**config.mk**
```make
export PLATFORM = sky130hd
export DESIGN_NAME = sliding_window_log_rate_limiter
export DESIGN_NICKNAME = d
export VERILOG_FILES = /design/src/swlog_pkg.sv /design/src/swlog_ring.sv /design/src/swlog_age.sv /design/src/swlog_seq.sv /design/src/sliding_window_log_rate_limiter.sv
export SDC_FILE = /design/constraint.sdc
export NUM_CORES = 2
export LEC_CHECK = 0
export ABC_CLOCK_PERIOD_IN_PS = 8900
export BUFFER_PORTS_ARGS = -buffer_cell sky130_fd_sc_hd__buf_2
export CAP_MARGIN = 10
export CORE_MARGIN = 2
export CORE_UTILIZATION = 35
export DETAILED_ROUTE_END_ITERATION = 12
export MAX_ROUTING_LAYER = met4
export PLACE_DENSITY = 0.54
export SYNTH_ARGS = -nofsm -noshare
export SYNTH_HDL_FRONTEND = slang
export SYNTH_SLANG_ARGS = --single-unit
```
**constraint.sdc**
```tcl
create_clock -name clk -period 8.9 [get_ports clk]
set_input_delay 0.89 -clock clk [delete_from_list [all_inputs] [get_ports clk]]
set_output_delay 0.89 -clock clk [all_outputs]
set_load 0.01 [all_outputs]
```
**src/swlog_pkg.sv**
```systemverilog
// Shared types, constants and sizes for the sliding window log rate limiter.
package swlog_pkg;

    localparam int LOG_DEPTH = 64;
    localparam int TIME_BITS = 48;

    localparam int IDX_W = (LOG_DEPTH > 1) ? $clog2(LOG_DEPTH) : 1;
    localparam int CNT_W = $clog2(LOG_DEPTH + 1);
    localparam int SUM_W = CNT_W + 1;
    localparam int REQ_W = 7;
    localparam int WIN_W = 32;
    localparam int CMP_W = ((CNT_W > REQ_W) ? CNT_W : REQ_W) + 1;
    localparam int AGE_W = (TIME_BITS > WIN_W) ? TIME_BITS : WIN_W;

    localparam logic CMD_TRY   = 1'b0;
    localparam logic CMD_CLEAR = 1'b1;

    typedef enum logic {
        CFG_MAX_REQUESTS = 1'b0,
        CFG_WINDOW_TICKS = 1'b1
    } swlog_cfg_idx_t;

    localparam logic [REQ_W-1:0] MAX_REQ_RESET = REQ_W'(64);
    localparam logic [WIN_W-1:0] WINDOW_RESET  = WIN_W'(1000000);

    typedef struct packed {
        logic                 command;
        logic [TIME_BITS-1:0] now_time;
        logic [REQ_W-1:0]     request_count;
    } swlog_in_t;

    typedef struct packed {
        logic             allowed;
        logic [6:0]       current_count;
        logic [WIN_W-1:0] ticks_until_oldest_expires;
    } swlog_out_t;

    typedef struct packed {
        logic                 we;
        logic [IDX_W-1:0]     waddr;
        logic [TIME_BITS-1:0] wdata;
        logic [IDX_W-1:0]     raddr;
    } swlog_mem_ctl_t;

    typedef struct packed {
        logic             expired;
        logic [WIN_W-1:0] remaining;
    } swlog_age_t;

    typedef enum logic [2:0] {
        S_IDLE,
        S_READ,
        S_CHECK,
        S_DECIDE,
        S_PUSH,
        S_DONE
    } swlog_state_t;

endpackage

```
**src/swlog_ring.sv**
```systemverilog
// Timestamp ring memory: one write port, one registered read port.
module swlog_ring
    import swlog_pkg::*;
(
    input  logic                 clk,
    input  swlog_mem_ctl_t       ctl,
    output logic [TIME_BITS-1:0] rd_data
);

    logic [TIME_BITS-1:0] mem [LOG_DEPTH];
    logic [TIME_BITS-1:0] rd_data_reg;

    always_ff @(posedge clk)
    begin
        if (ctl.we)
        begin
            mem[ctl.waddr] <= ctl.wdata;
        end
        rd_data_reg <= mem[ctl.raddr];
    end

    assign rd_data = rd_data_reg;

endmodule

```
**src/swlog_age.sv**
```systemverilog
// Age compare unit: wrap-safe age of a stamp against the window.
module swlog_age
    import swlog_pkg::*;
(
    input  logic [TIME_BITS-1:0] now_time,
    input  logic [TIME_BITS-1:0] stamp,
    input  logic [WIN_W-1:0]     window_ticks,
    output swlog_age_t           res
);

    logic [TIME_BITS-1:0] age;
    logic [AGE_W-1:0]     age_ext;
    logic [AGE_W-1:0]     win_ext;

    always_comb
    begin
        age           = now_time - stamp;   // modulo 2^TIME_BITS
        age_ext       = AGE_W'(age);
        win_ext       = AGE_W'(window_ticks);
        res.expired   = age_ext > win_ext;
        // only used when not expired, so the age fits the window width
        res.remaining = window_ticks - age_ext[WIN_W-1:0];
    end

endmodule

```
**src/swlog_seq.sv**
```systemverilog
// Sequencer: expiry walk, admission check, entry pushes and result register.
module swlog_seq
    import swlog_pkg::*;
(
    input  logic                 clk,
    input  logic                 rst_n,
    input  logic                 item_valid,
    output logic                 item_ready,
    input  swlog_in_t            item,
    output logic                 result_valid,
    input  logic                 result_ready,
    output swlog_out_t           result,
    input  logic [REQ_W-1:0]     max_requests,
    input  logic [WIN_W-1:0]     window_ticks,
    output swlog_mem_ctl_t       mem_ctl,
    input  logic [TIME_BITS-1:0] rd_data,
    input  swlog_age_t           age_res,
    output logic [TIME_BITS-1:0] age_now
);

    swlog_state_t      state_reg, state_next;
    logic [IDX_W-1:0]  oldest_reg, oldest_next;
    logic [CNT_W-1:0]  count_reg, count_next;
    logic [REQ_W-1:0]  left_reg, left_next;
    swlog_in_t         item_reg, item_next;
    logic              allowed_reg, allowed_next;
    logic [WIN_W-1:0]  rem_reg, rem_next;
    logic              result_valid_reg, result_valid_next;
    swlog_out_t        result_reg, result_next;

    logic [CMP_W-1:0]  limit;
    logic [CMP_W-1:0]  want;
    logic              admit;
    logic [SUM_W-1:0]  wsum;
    logic [IDX_W-1:0]  waddr;
    logic [IDX_W-1:0]  oldest_inc;

    always_ff @(posedge clk or negedge rst_n)
    begin
        if (!rst_n)
        begin
            state_reg        <= S_IDLE;
            oldest_reg       <= '0;
            count_reg        <= '0;
            result_valid_reg <= 1'b0;
        end
        else
        begin
            state_reg        <= state_next;
            oldest_reg       <= oldest_next;
            count_reg        <= count_next;
            result_valid_reg <= result_valid_next;
        end
    end

    always_ff @(posedge clk)
    begin
        left_reg    <= left_next;
        item_reg    <= item_next;
        allowed_reg <= allowed_next;
        rem_reg     <= rem_next;
        result_reg  <= result_next;
    end

    always_comb
    begin
        // limit clamps at the log depth
        if (CMP_W'(max_requests) > CMP_W'(LOG_DEPTH))
        begin
            limit = CMP_W'(LOG_DEPTH);
        end
        else
        begin
            limit = CMP_W'(max_requests);
        end
        want  = CMP_W'(count_reg) + CMP_W'(item_reg.request_count);
        admit = (item_reg.request_count != '0) && (want <= limit);

        wsum = SUM_W'(oldest_reg) + SUM_W'(count_reg);
        if (wsum >= SUM_W'(LOG_DEPTH))
        begin
            wsum = wsum - SUM_W'(LOG_DEPTH);
        end
        waddr = wsum[IDX_W-1:0];

        if (oldest_reg == IDX_W'(LOG_DEPTH - 1))
        begin
            oldest_inc = '0;
        end
        else
        begin
            oldest_inc = oldest_reg + IDX_W'(1);
        end
    end

    always_comb
    begin
        state_next        = state_reg;
        oldest_next       = oldest_reg;
        count_next        = count_reg;
        left_next         = left_reg;
        item_next         = item_reg;
        allowed_next      = allowed_reg;
        rem_next          = rem_reg;
        result_next       = result_reg;
        result_valid_next = result_valid_reg;

        mem_ctl.we    = 1'b0;
        mem_ctl.waddr = waddr;
        mem_ctl.wdata = item_reg.now_time;
        mem_ctl.raddr = oldest_reg;

        if (result_valid_reg && result_ready)
        begin
            result_valid_next = 1'b0;
        end

        unique case (state_reg)
            S_IDLE:
            begin
                if (item_valid)
                begin
                    item_next    = item;
                    allowed_next = 1'b0;
                    rem_next     = '0;
                    if (item.command == CMD_CLEAR)
                    begin
                        count_next  = '0;
                        oldest_next = '0;
                        state_next  = S_DONE;
                    end
                    else if (count_reg == '0)
                    begin
                        state_next = S_DECIDE;
                    end
                    else
                    begin
                        state_next = S_READ;
                    end
                end
            end
            S_READ:
            begin
                state_next = S_CHECK;
            end
            S_CHECK:
            begin
                if (age_res.expired)
                begin
                    oldest_next = oldest_inc;
                    count_next  = count_reg - CNT_W'(1);
                    state_next  = (count_reg == CNT_W'(1)) ? S_DECIDE : S_READ;
                end
                else
                begin
                    rem_next   = age_res.remaining;
                    state_next = S_DECIDE;
                end
            end
            S_DECIDE:
            begin
                // surviving oldest entry keeps its age; a fresh log starts at a full window
                if (count_reg == '0)
                begin
                    rem_next = admit ? window_ticks : '0;
                end
                allowed_next = admit;
                left_next    = item_reg.request_count;
                state_next   = admit ? S_PUSH : S_DONE;
            end
            S_PUSH:
            begin
                mem_ctl.we = 1'b1;
                count_next = count_reg + CNT_W'(1);
                left_next  = left_reg - REQ_W'(1);
                if (left_reg == REQ_W'(1))
                begin
                    state_next = S_DONE;
                end
            end
            S_DONE:
            begin
                if (!result_valid_reg || result_ready)
                begin
                    result_next.allowed                    = allowed_reg;
                    result_next.current_count              = 7'(count_reg);
                    result_next.ticks_until_oldest_expires = rem_reg;
                    result_valid_next                      = 1'b1;
                    state_next                             = S_IDLE;
                end
            end
            default:
            begin
                state_next = S_IDLE;
            end
        endcase
    end

    assign item_ready   = (state_reg == S_IDLE);
    assign result_valid = result_valid_reg;
    assign result       = result_reg;
    assign age_now      = item_reg.now_time;

endmodule

```
**src/sliding_window_log_rate_limiter.sv**
```systemverilog
// Flow from accept to result: a clear goes straight to the result register; a try walks the
// expired entries (read, check), reads and checks the surviving oldest entry if there is one,
// decides, pushes one entry per admitted request, then registers the result. Throughput: one
// word at a time, next word taken the cycle after the result registers; a full output
// register holding its word stalls the finish. Reset: async active low; log empty,
// limit 64, window 1000000 ticks. Top level of the sliding window log rate limiter.
module sliding_window_log_rate_limiter
    import swlog_pkg::*;
(
    input  logic             clk,
    input  logic             rst_n,
    input  logic             item_valid,
    output logic             item_ready,
    input  swlog_in_t        item,
    output logic             result_valid,
    input  logic             result_ready,
    output swlog_out_t       result,
    input  logic             cfg_valid,
    output logic             cfg_ready,
    input  swlog_cfg_idx_t   cfg_index,
    input  logic [WIN_W-1:0] cfg_data
);

    logic [REQ_W-1:0]     max_requests_reg;
    logic [WIN_W-1:0]     window_ticks_reg;
    swlog_mem_ctl_t       mem_ctl;
    logic [TIME_BITS-1:0] rd_data;
    logic [TIME_BITS-1:0] age_now;
    swlog_age_t           age_res;

    assign cfg_ready = 1'b1;

    always_ff @(posedge clk or negedge rst_n)
    begin
        if (!rst_n)
        begin
            max_requests_reg <= MAX_REQ_RESET;
            window_ticks_reg <= WINDOW_RESET;
        end
        else if (cfg_valid)
        begin
            unique case (cfg_index)
                CFG_MAX_REQUESTS: max_requests_reg <= cfg_data[REQ_W-1:0];
                CFG_WINDOW_TICKS: window_ticks_reg <= cfg_data;
                default:          ;
            endcase
        end
    end

    swlog_ring u_ring (
        .clk     (clk),
        .ctl     (mem_ctl),
        .rd_data (rd_data)
    );

    swlog_age u_age (
        .now_time     (age_now),
        .stamp        (rd_data),
        .window_ticks (window_ticks_reg),
        .res          (age_res)
    );

    swlog_seq u_seq (
        .clk          (clk),
        .rst_n        (rst_n),
        .item_valid   (item_valid),
        .item_ready   (item_ready),
        .item         (item),
        .result_valid (result_valid),
        .result_ready (result_ready),
        .result       (result),
        .max_requests (max_requests_reg),
        .window_ticks (window_ticks_reg),
        .mem_ctl      (mem_ctl),
        .rd_data      (rd_data),
        .age_res      (age_res),
        .age_now      (age_now)
    );

    a_count_bound: assert property (@(posedge clk) disable iff (!rst_n)
        result_valid |-> (result.current_count <= 7'(LOG_DEPTH)))
        else $error("current_count above log depth");

    a_allowed_nonempty: assert property (@(posedge clk) disable iff (!rst_n)
        (result_valid && result.allowed) |-> (result.current_count != '0))
        else $error("admitted word reports an empty log");

    a_empty_no_ticks: assert property (@(posedge clk) disable iff (!rst_n)
        (result_valid && (result.current_count == '0))
            |-> (result.ticks_until_oldest_expires == '0))
        else $error("empty log reports ticks until expiry");

    a_busy_after_accept: assert property (@(posedge clk) disable iff (!rst_n)
        (item_valid && item_ready) |=> !item_ready)
        else $error("ready again right after accepting a word");

endmodule
```
==> flow_results.org <==
** Placed design
- Final weighted congestion of routability-driven global placement :: 0.877
- PortBufs :: 135
- Placed cell count :: 10900
- Detailed Place HPWL :: 216000 um

** Critical path
- In this run the critical register-to-register path is captured at u_seq.rem_reg[7].
- Start-to-end type of the worst setup path :: flop to flop
- Worst-path maximum fanout :: 32
- In this run the critical register-to-register path is launched from u_seq.age_now[0].
- Worst-case register-to-register setup slack :: 1.57 ns
- Arrival @ worst endpoint :: 7.90 ns
- Required time at the endpoint of the critical path :: 9.48 ns
- Measured in cells, the most critical reg-to-reg path has a length of 24.
- The worst setup path is launched from a flop.
- Critical path endpoint category :: flop

** Global routing
- For this run, the total global-route usage over all layers was measured as 20.7%.
- The number of antenna violations at the first check in global routing was 20.
- Entering global routing, the biggest net connects 138 pins.
- For this run the aggregate overflow at the end of global routing stands at 0.
- The via count of the first global-routing pass came to 64400.
- The first global-routing pass estimated 530000 um of wire.

** Synth
- Area share of xor/xnor cells in the synthesized design :: 0.475%
- In the synthesized netlist the dominant register cell turns out to be sky130_fd_sc_hd__edfxtp_1.
- Count of mapped cells out of synthesis :: 5902
- Cell area after synthesis :: 131000 um^2
- During synthesis, Yosys emitted a total of 0 warnings.
- Net count after synthesis :: 6136
- Netlist cell types :: 93
- Simple-Gate Fraction of Synth Area :: 1.75%
- Combinational family with the most area after synthesis :: multiplexers
- Adder and majority cell fraction of the synthesized area :: 1.36%
- Counting flops with a built-in enable in the synthesized netlist gives 3207.
- Share of cell area taken by muxes after synthesis :: 17.7%
- In the synthesized netlist the async set-or-reset flop fraction comes to 1.69%.
- Mean post-synth cell area :: 22.2 um^2
- Flops & latches, synth :: 3311
- Complex-gate fraction of the synthesized area :: 2.10%
- Summing the sequential cell areas from Yosys gives 75.3% of the chip area.

** Timing
- Across the routed clock network, the largest skew measured is 0.0589 ns.
- RSZ-0062 raised after global routing :: no
- The smallest clock period supported by the final layout is computed as 7.33 ns.
- The hold violation count in the final report came to 0.
- For this run, the top clock speed supported by timing is 136 MHz.
- Number of setup violations in the final report :: 0
- Count of final max-slew check failures :: 0
- Actual transition at the worst max-transition pin :: 1.30 ns
- In the finished design, the share of the clock period the worst path needs comes to 82.3%.
- Rel. slew slack :: 13.0%
- After routing, the total negative slack on setup checks comes to 0 ns.

** Run status
- The run finished with clean final reports.

** Floorplan
- The floorplan step defined a die boundary enclosing 379000 um^2.
- From bottom edge to top edge, the die measures 616 um.
- Initial standard-cell utilization of the core :: 35.2%
- Die outline width :: 616 um
- Number of rows created at floorplan :: 224
- The floorplan step defined a core boundary enclosing 372000 um^2.
- # IOs :: 137

** Detailed routing
- DRC marker count from the first detailed-route iteration :: 8908
- Vias after detailed routing :: 64700
- Number of remaining DRC errors :: 0
- Average routed wire per standard cell :: 33.4 um
- Using the TritonRoute via totals, the vias-per-cell ratio works out to 5.58.
- Antenna-violating nets left :: 0
- Total Routed Length :: 387000 um
- For this run, the detailed router's first-pass iteration total came to 6.

** Pwr
- Proportion of total power due to net switching :: 24.7%
- Power share of the clock group :: 39.7%
- Summing internal, switching and leakage power gives 36.0 mW.
- Power per cell area :: 240 nW/um^2
- Combinational cells account for 9.3% of the total power.
- Cell internal power was estimated by the tool at 27.1 mW.
- Switching pwr :: 8.91 mW
- The worst-case IR drop observed on VDD is 0.149 mV.
- Sequential fraction of design power :: 51.1%
- Pleak :: 46.2 nW

** Clocking
- Quantity of hold-fixing buffers added after cts :: 0
- Buffers added to address setup during post-CTS repair amount to 0.
- The clock passes through at most 4 buffers.
- # resized after CTS :: 0
- At the later pin of the worst-skew pair, clock insertion delay measures 0.95 ns.
- The H-tree generated during clock tree synthesis spans 5 levels.
- CTS Sinks :: 3311
- After clock tree synthesis, the clock-pin slew on the worst setup and hold paths is 0.06 ns.
- TritonCTS built the clock tree.
- In this run the clock root is driven by a sky130_fd_sc_hd__clkbuf_16.
- Clock buffers created by TritonCTS :: 348

** Min path
- Min-Delay Path Class :: input pin to asynchronous set/reset pin

** Flow run
- Max-cap violations :: 0

** Final layout
- The register with the most flip-flops in the layout has 3072 of them.
- In the final layout, the share of cells above drive strength 1 is 30.5%.
- Once layout is complete, the cells apart from fillers number 11600.
- Relative to the synthesized area, the layout overhead comes to 14.8%.
- Number of nets in the layout :: 6550
-- power groups by stage --
stage / registers (mW) / logic, mW / clock network, mW
global placement: 18.7 / 3.29 / 0
global route: 18.5 / 3.53 / 15.1
CTS: 18.4 / 3.34 / 14.6
detailed placement: 18.7 / 3.33 / 0
floorplan: 18.7 / 1.62 / 0
finish: 18.4 / 3.35 / 14.3
-- critical path: stages (launching register included) --
cell                        delay (ns)
sky130_fd_sc_hd__edfxtp_1         0.76
sky130_fd_sc_hd__inv_1            0.11
sky130_fd_sc_hd__ha_1             0.25
sky130_fd_sc_hd__fa_1             0.40
sky130_fd_sc_hd__nand2b_1         0.20
sky130_fd_sc_hd__a21o_1           0.21
sky130_fd_sc_hd__a2111oi_1        0.63
sky130_fd_sc_hd__or2_2            0.25
sky130_fd_sc_hd__a21oi_1          0.12
sky130_fd_sc_hd__o21ai_0          0.39
sky130_fd_sc_hd__a21oi_1          0.15
sky130_fd_sc_hd__xnor2_1          0.46
sky130_fd_sc_hd__ha_1             0.44
sky130_fd_sc_hd__and3_1           0.27
sky130_fd_sc_hd__a221oi_1         0.29
sky130_fd_sc_hd__o21ai_0          0.15
sky130_fd_sc_hd__nand2_1          0.09
sky130_fd_sc_hd__a32oi_1          0.06
sky130_fd_sc_hd__a221oi_1         0.36
sky130_fd_sc_hd__o2111ai_1        0.25
sky130_fd_sc_hd__nor2_1           0.18
sky130_fd_sc_hd__and4bb_2         0.29
sky130_fd_sc_hd__a21oi_1          0.09
sky130_fd_sc_hd__nor3_2           0.15
sky130_fd_sc_hd__buf_4            0.40
-- Yosys cell counts, types with 33 or more instances --
cell / count / share of area (%)
sky130_fd_sc_hd__mux4_2: 1008 / 17
sky130_fd_sc_hd__xnor2_1: 40 / 0.27
sky130_fd_sc_hd__nand2_1: 144 / 0.41
sky130_fd_sc_hd__clkbuf_1: 205 / 0.59
sky130_fd_sc_hd__buf_1: 66 / 0.19
sky130_fd_sc_hd__ha_1: 136 / 1.3
sky130_fd_sc_hd__edfxtp_1: 3207 / 74
sky130_fd_sc_hd__mux2_2: 40 / 0.34
sky130_fd_sc_hd__a21o_1: 33 / 0.19
sky130_fd_sc_hd__dfrtp_1: 48 / 0.92
sky130_fd_sc_hd__nor2_1: 134 / 0.38
sky130_fd_sc_hd__dfxtp_1: 48 / 0.73
sky130_fd_sc_hd__o21ai_0: 104 / 0.40
sky130_fd_sc_hd__a21oi_1: 113 / 0.43
sky130_fd_sc_hd__inv_1: 147 / 0.42
-- cells in the final DEF, fill, tap and decap left out, types with 42 or more instances in the layout --
cell / synthesis / routed
sky130_fd_sc_hd__nor2_4: 0 / 64
sky130_fd_sc_hd__ha_1: 136 / 136
sky130_fd_sc_hd__inv_1: 147 / 147
sky130_fd_sc_hd__clkbuf_16: 0 / 352
sky130_fd_sc_hd__dfxtp_1: 48 / 48
sky130_fd_sc_hd__a21oi_1: 113 / 113
sky130_fd_sc_hd__mux4_2: 1008 / 1008
sky130_fd_sc_hd__buf_2: 7 / 135
sky130_fd_sc_hd__clkinv_1: 1 / 70
sky130_fd_sc_hd__clkbuf_1: 205 / 68
sky130_fd_sc_hd__dfrtp_1: 48 / 42
sky130_fd_sc_hd__buf_4: 6 / 191
sky130_fd_sc_hd__edfxtp_1: 3207 / 3207
sky130_fd_sc_hd__nand2_1: 144 / 144
sky130_fd_sc_hd__clkinv_2: 0 / 74
sky130_fd_sc_hd__o21ai_0: 104 / 104
sky130_fd_sc_hd__nor2_1: 134 / 70
-- per-layer routing --
metal  global-route usage [%]  routed length (um)  up-vias  part of all wire (%)
li1                         -                   -    25800                     -
met1                     28.2              163000    35500                    42
met2                     31.9              183000     2876                    47
met3                     4.11               31600      555                   8.2
met4                     5.15                9990        0                   2.6
met5                        -                   0        -                     0
-- how the worst max path moves through the flow --
stage                                start                end  slack (ns)  cells after the start
final                     u_seq.age_now[0]   u_seq.rem_reg[7]        1.57                     24
after global routing      u_seq.age_now[0]  u_seq.rem_reg[10]        1.11                     24
after CTS                 u_seq.age_now[0]   u_seq.rem_reg[7]        1.76                     24
after detailed placement  u_seq.age_now[0]   u_seq.rem_reg[7]        1.77                     24
after global placement    u_seq.age_now[0]   u_seq.rem_reg[9]        1.75                     23
after floorplan           u_seq.age_now[0]   u_seq.rem_reg[0]        0.89                     23
-- area by class of cell --
type / count / area, um^2
fill: 32500 / 222000
sequential: 3311 / 98700
multi-input combinational: 2157 / 31100
clock buffer: 430 / 9200
tap: 4972 / 6220
timing repair buffer: 350 / 2590
clock inverter: 212 / 1950
inverter: 148 / 556
antenna: 13 / 32.5
-- per-stage QoR --
step	area (um^2)	utilization, %	setup WS [ns]	hold slack [ns]
floorplan	131000	-	0.893	0.400
global placement	139000	37.4	1.75	0.405
detailed placement	139000	37.4	1.77	0.405
CTS	150000	40.4	1.76	0.0621
global route	150000	40.4	1.11	0.0942
finish	150000	40.4	1.57	0.0965
-- cells by family (layout without fill, tap and decap cells) --
logic type | Yosys count | count (layout)
AND/OR/NAND/NOR | 474 | 474
other | 1 | 14
buffers and inverters | 434 | 1140
XOR/XNOR | 71 | 71
adder cells (fa/ha/maj) | 140 | 140
AO/OA/AOI/OAI | 419 | 419
flip-flops | 3311 | 3311
multiplexers | 1052 | 1052
(Power assumes the default switching activity.)
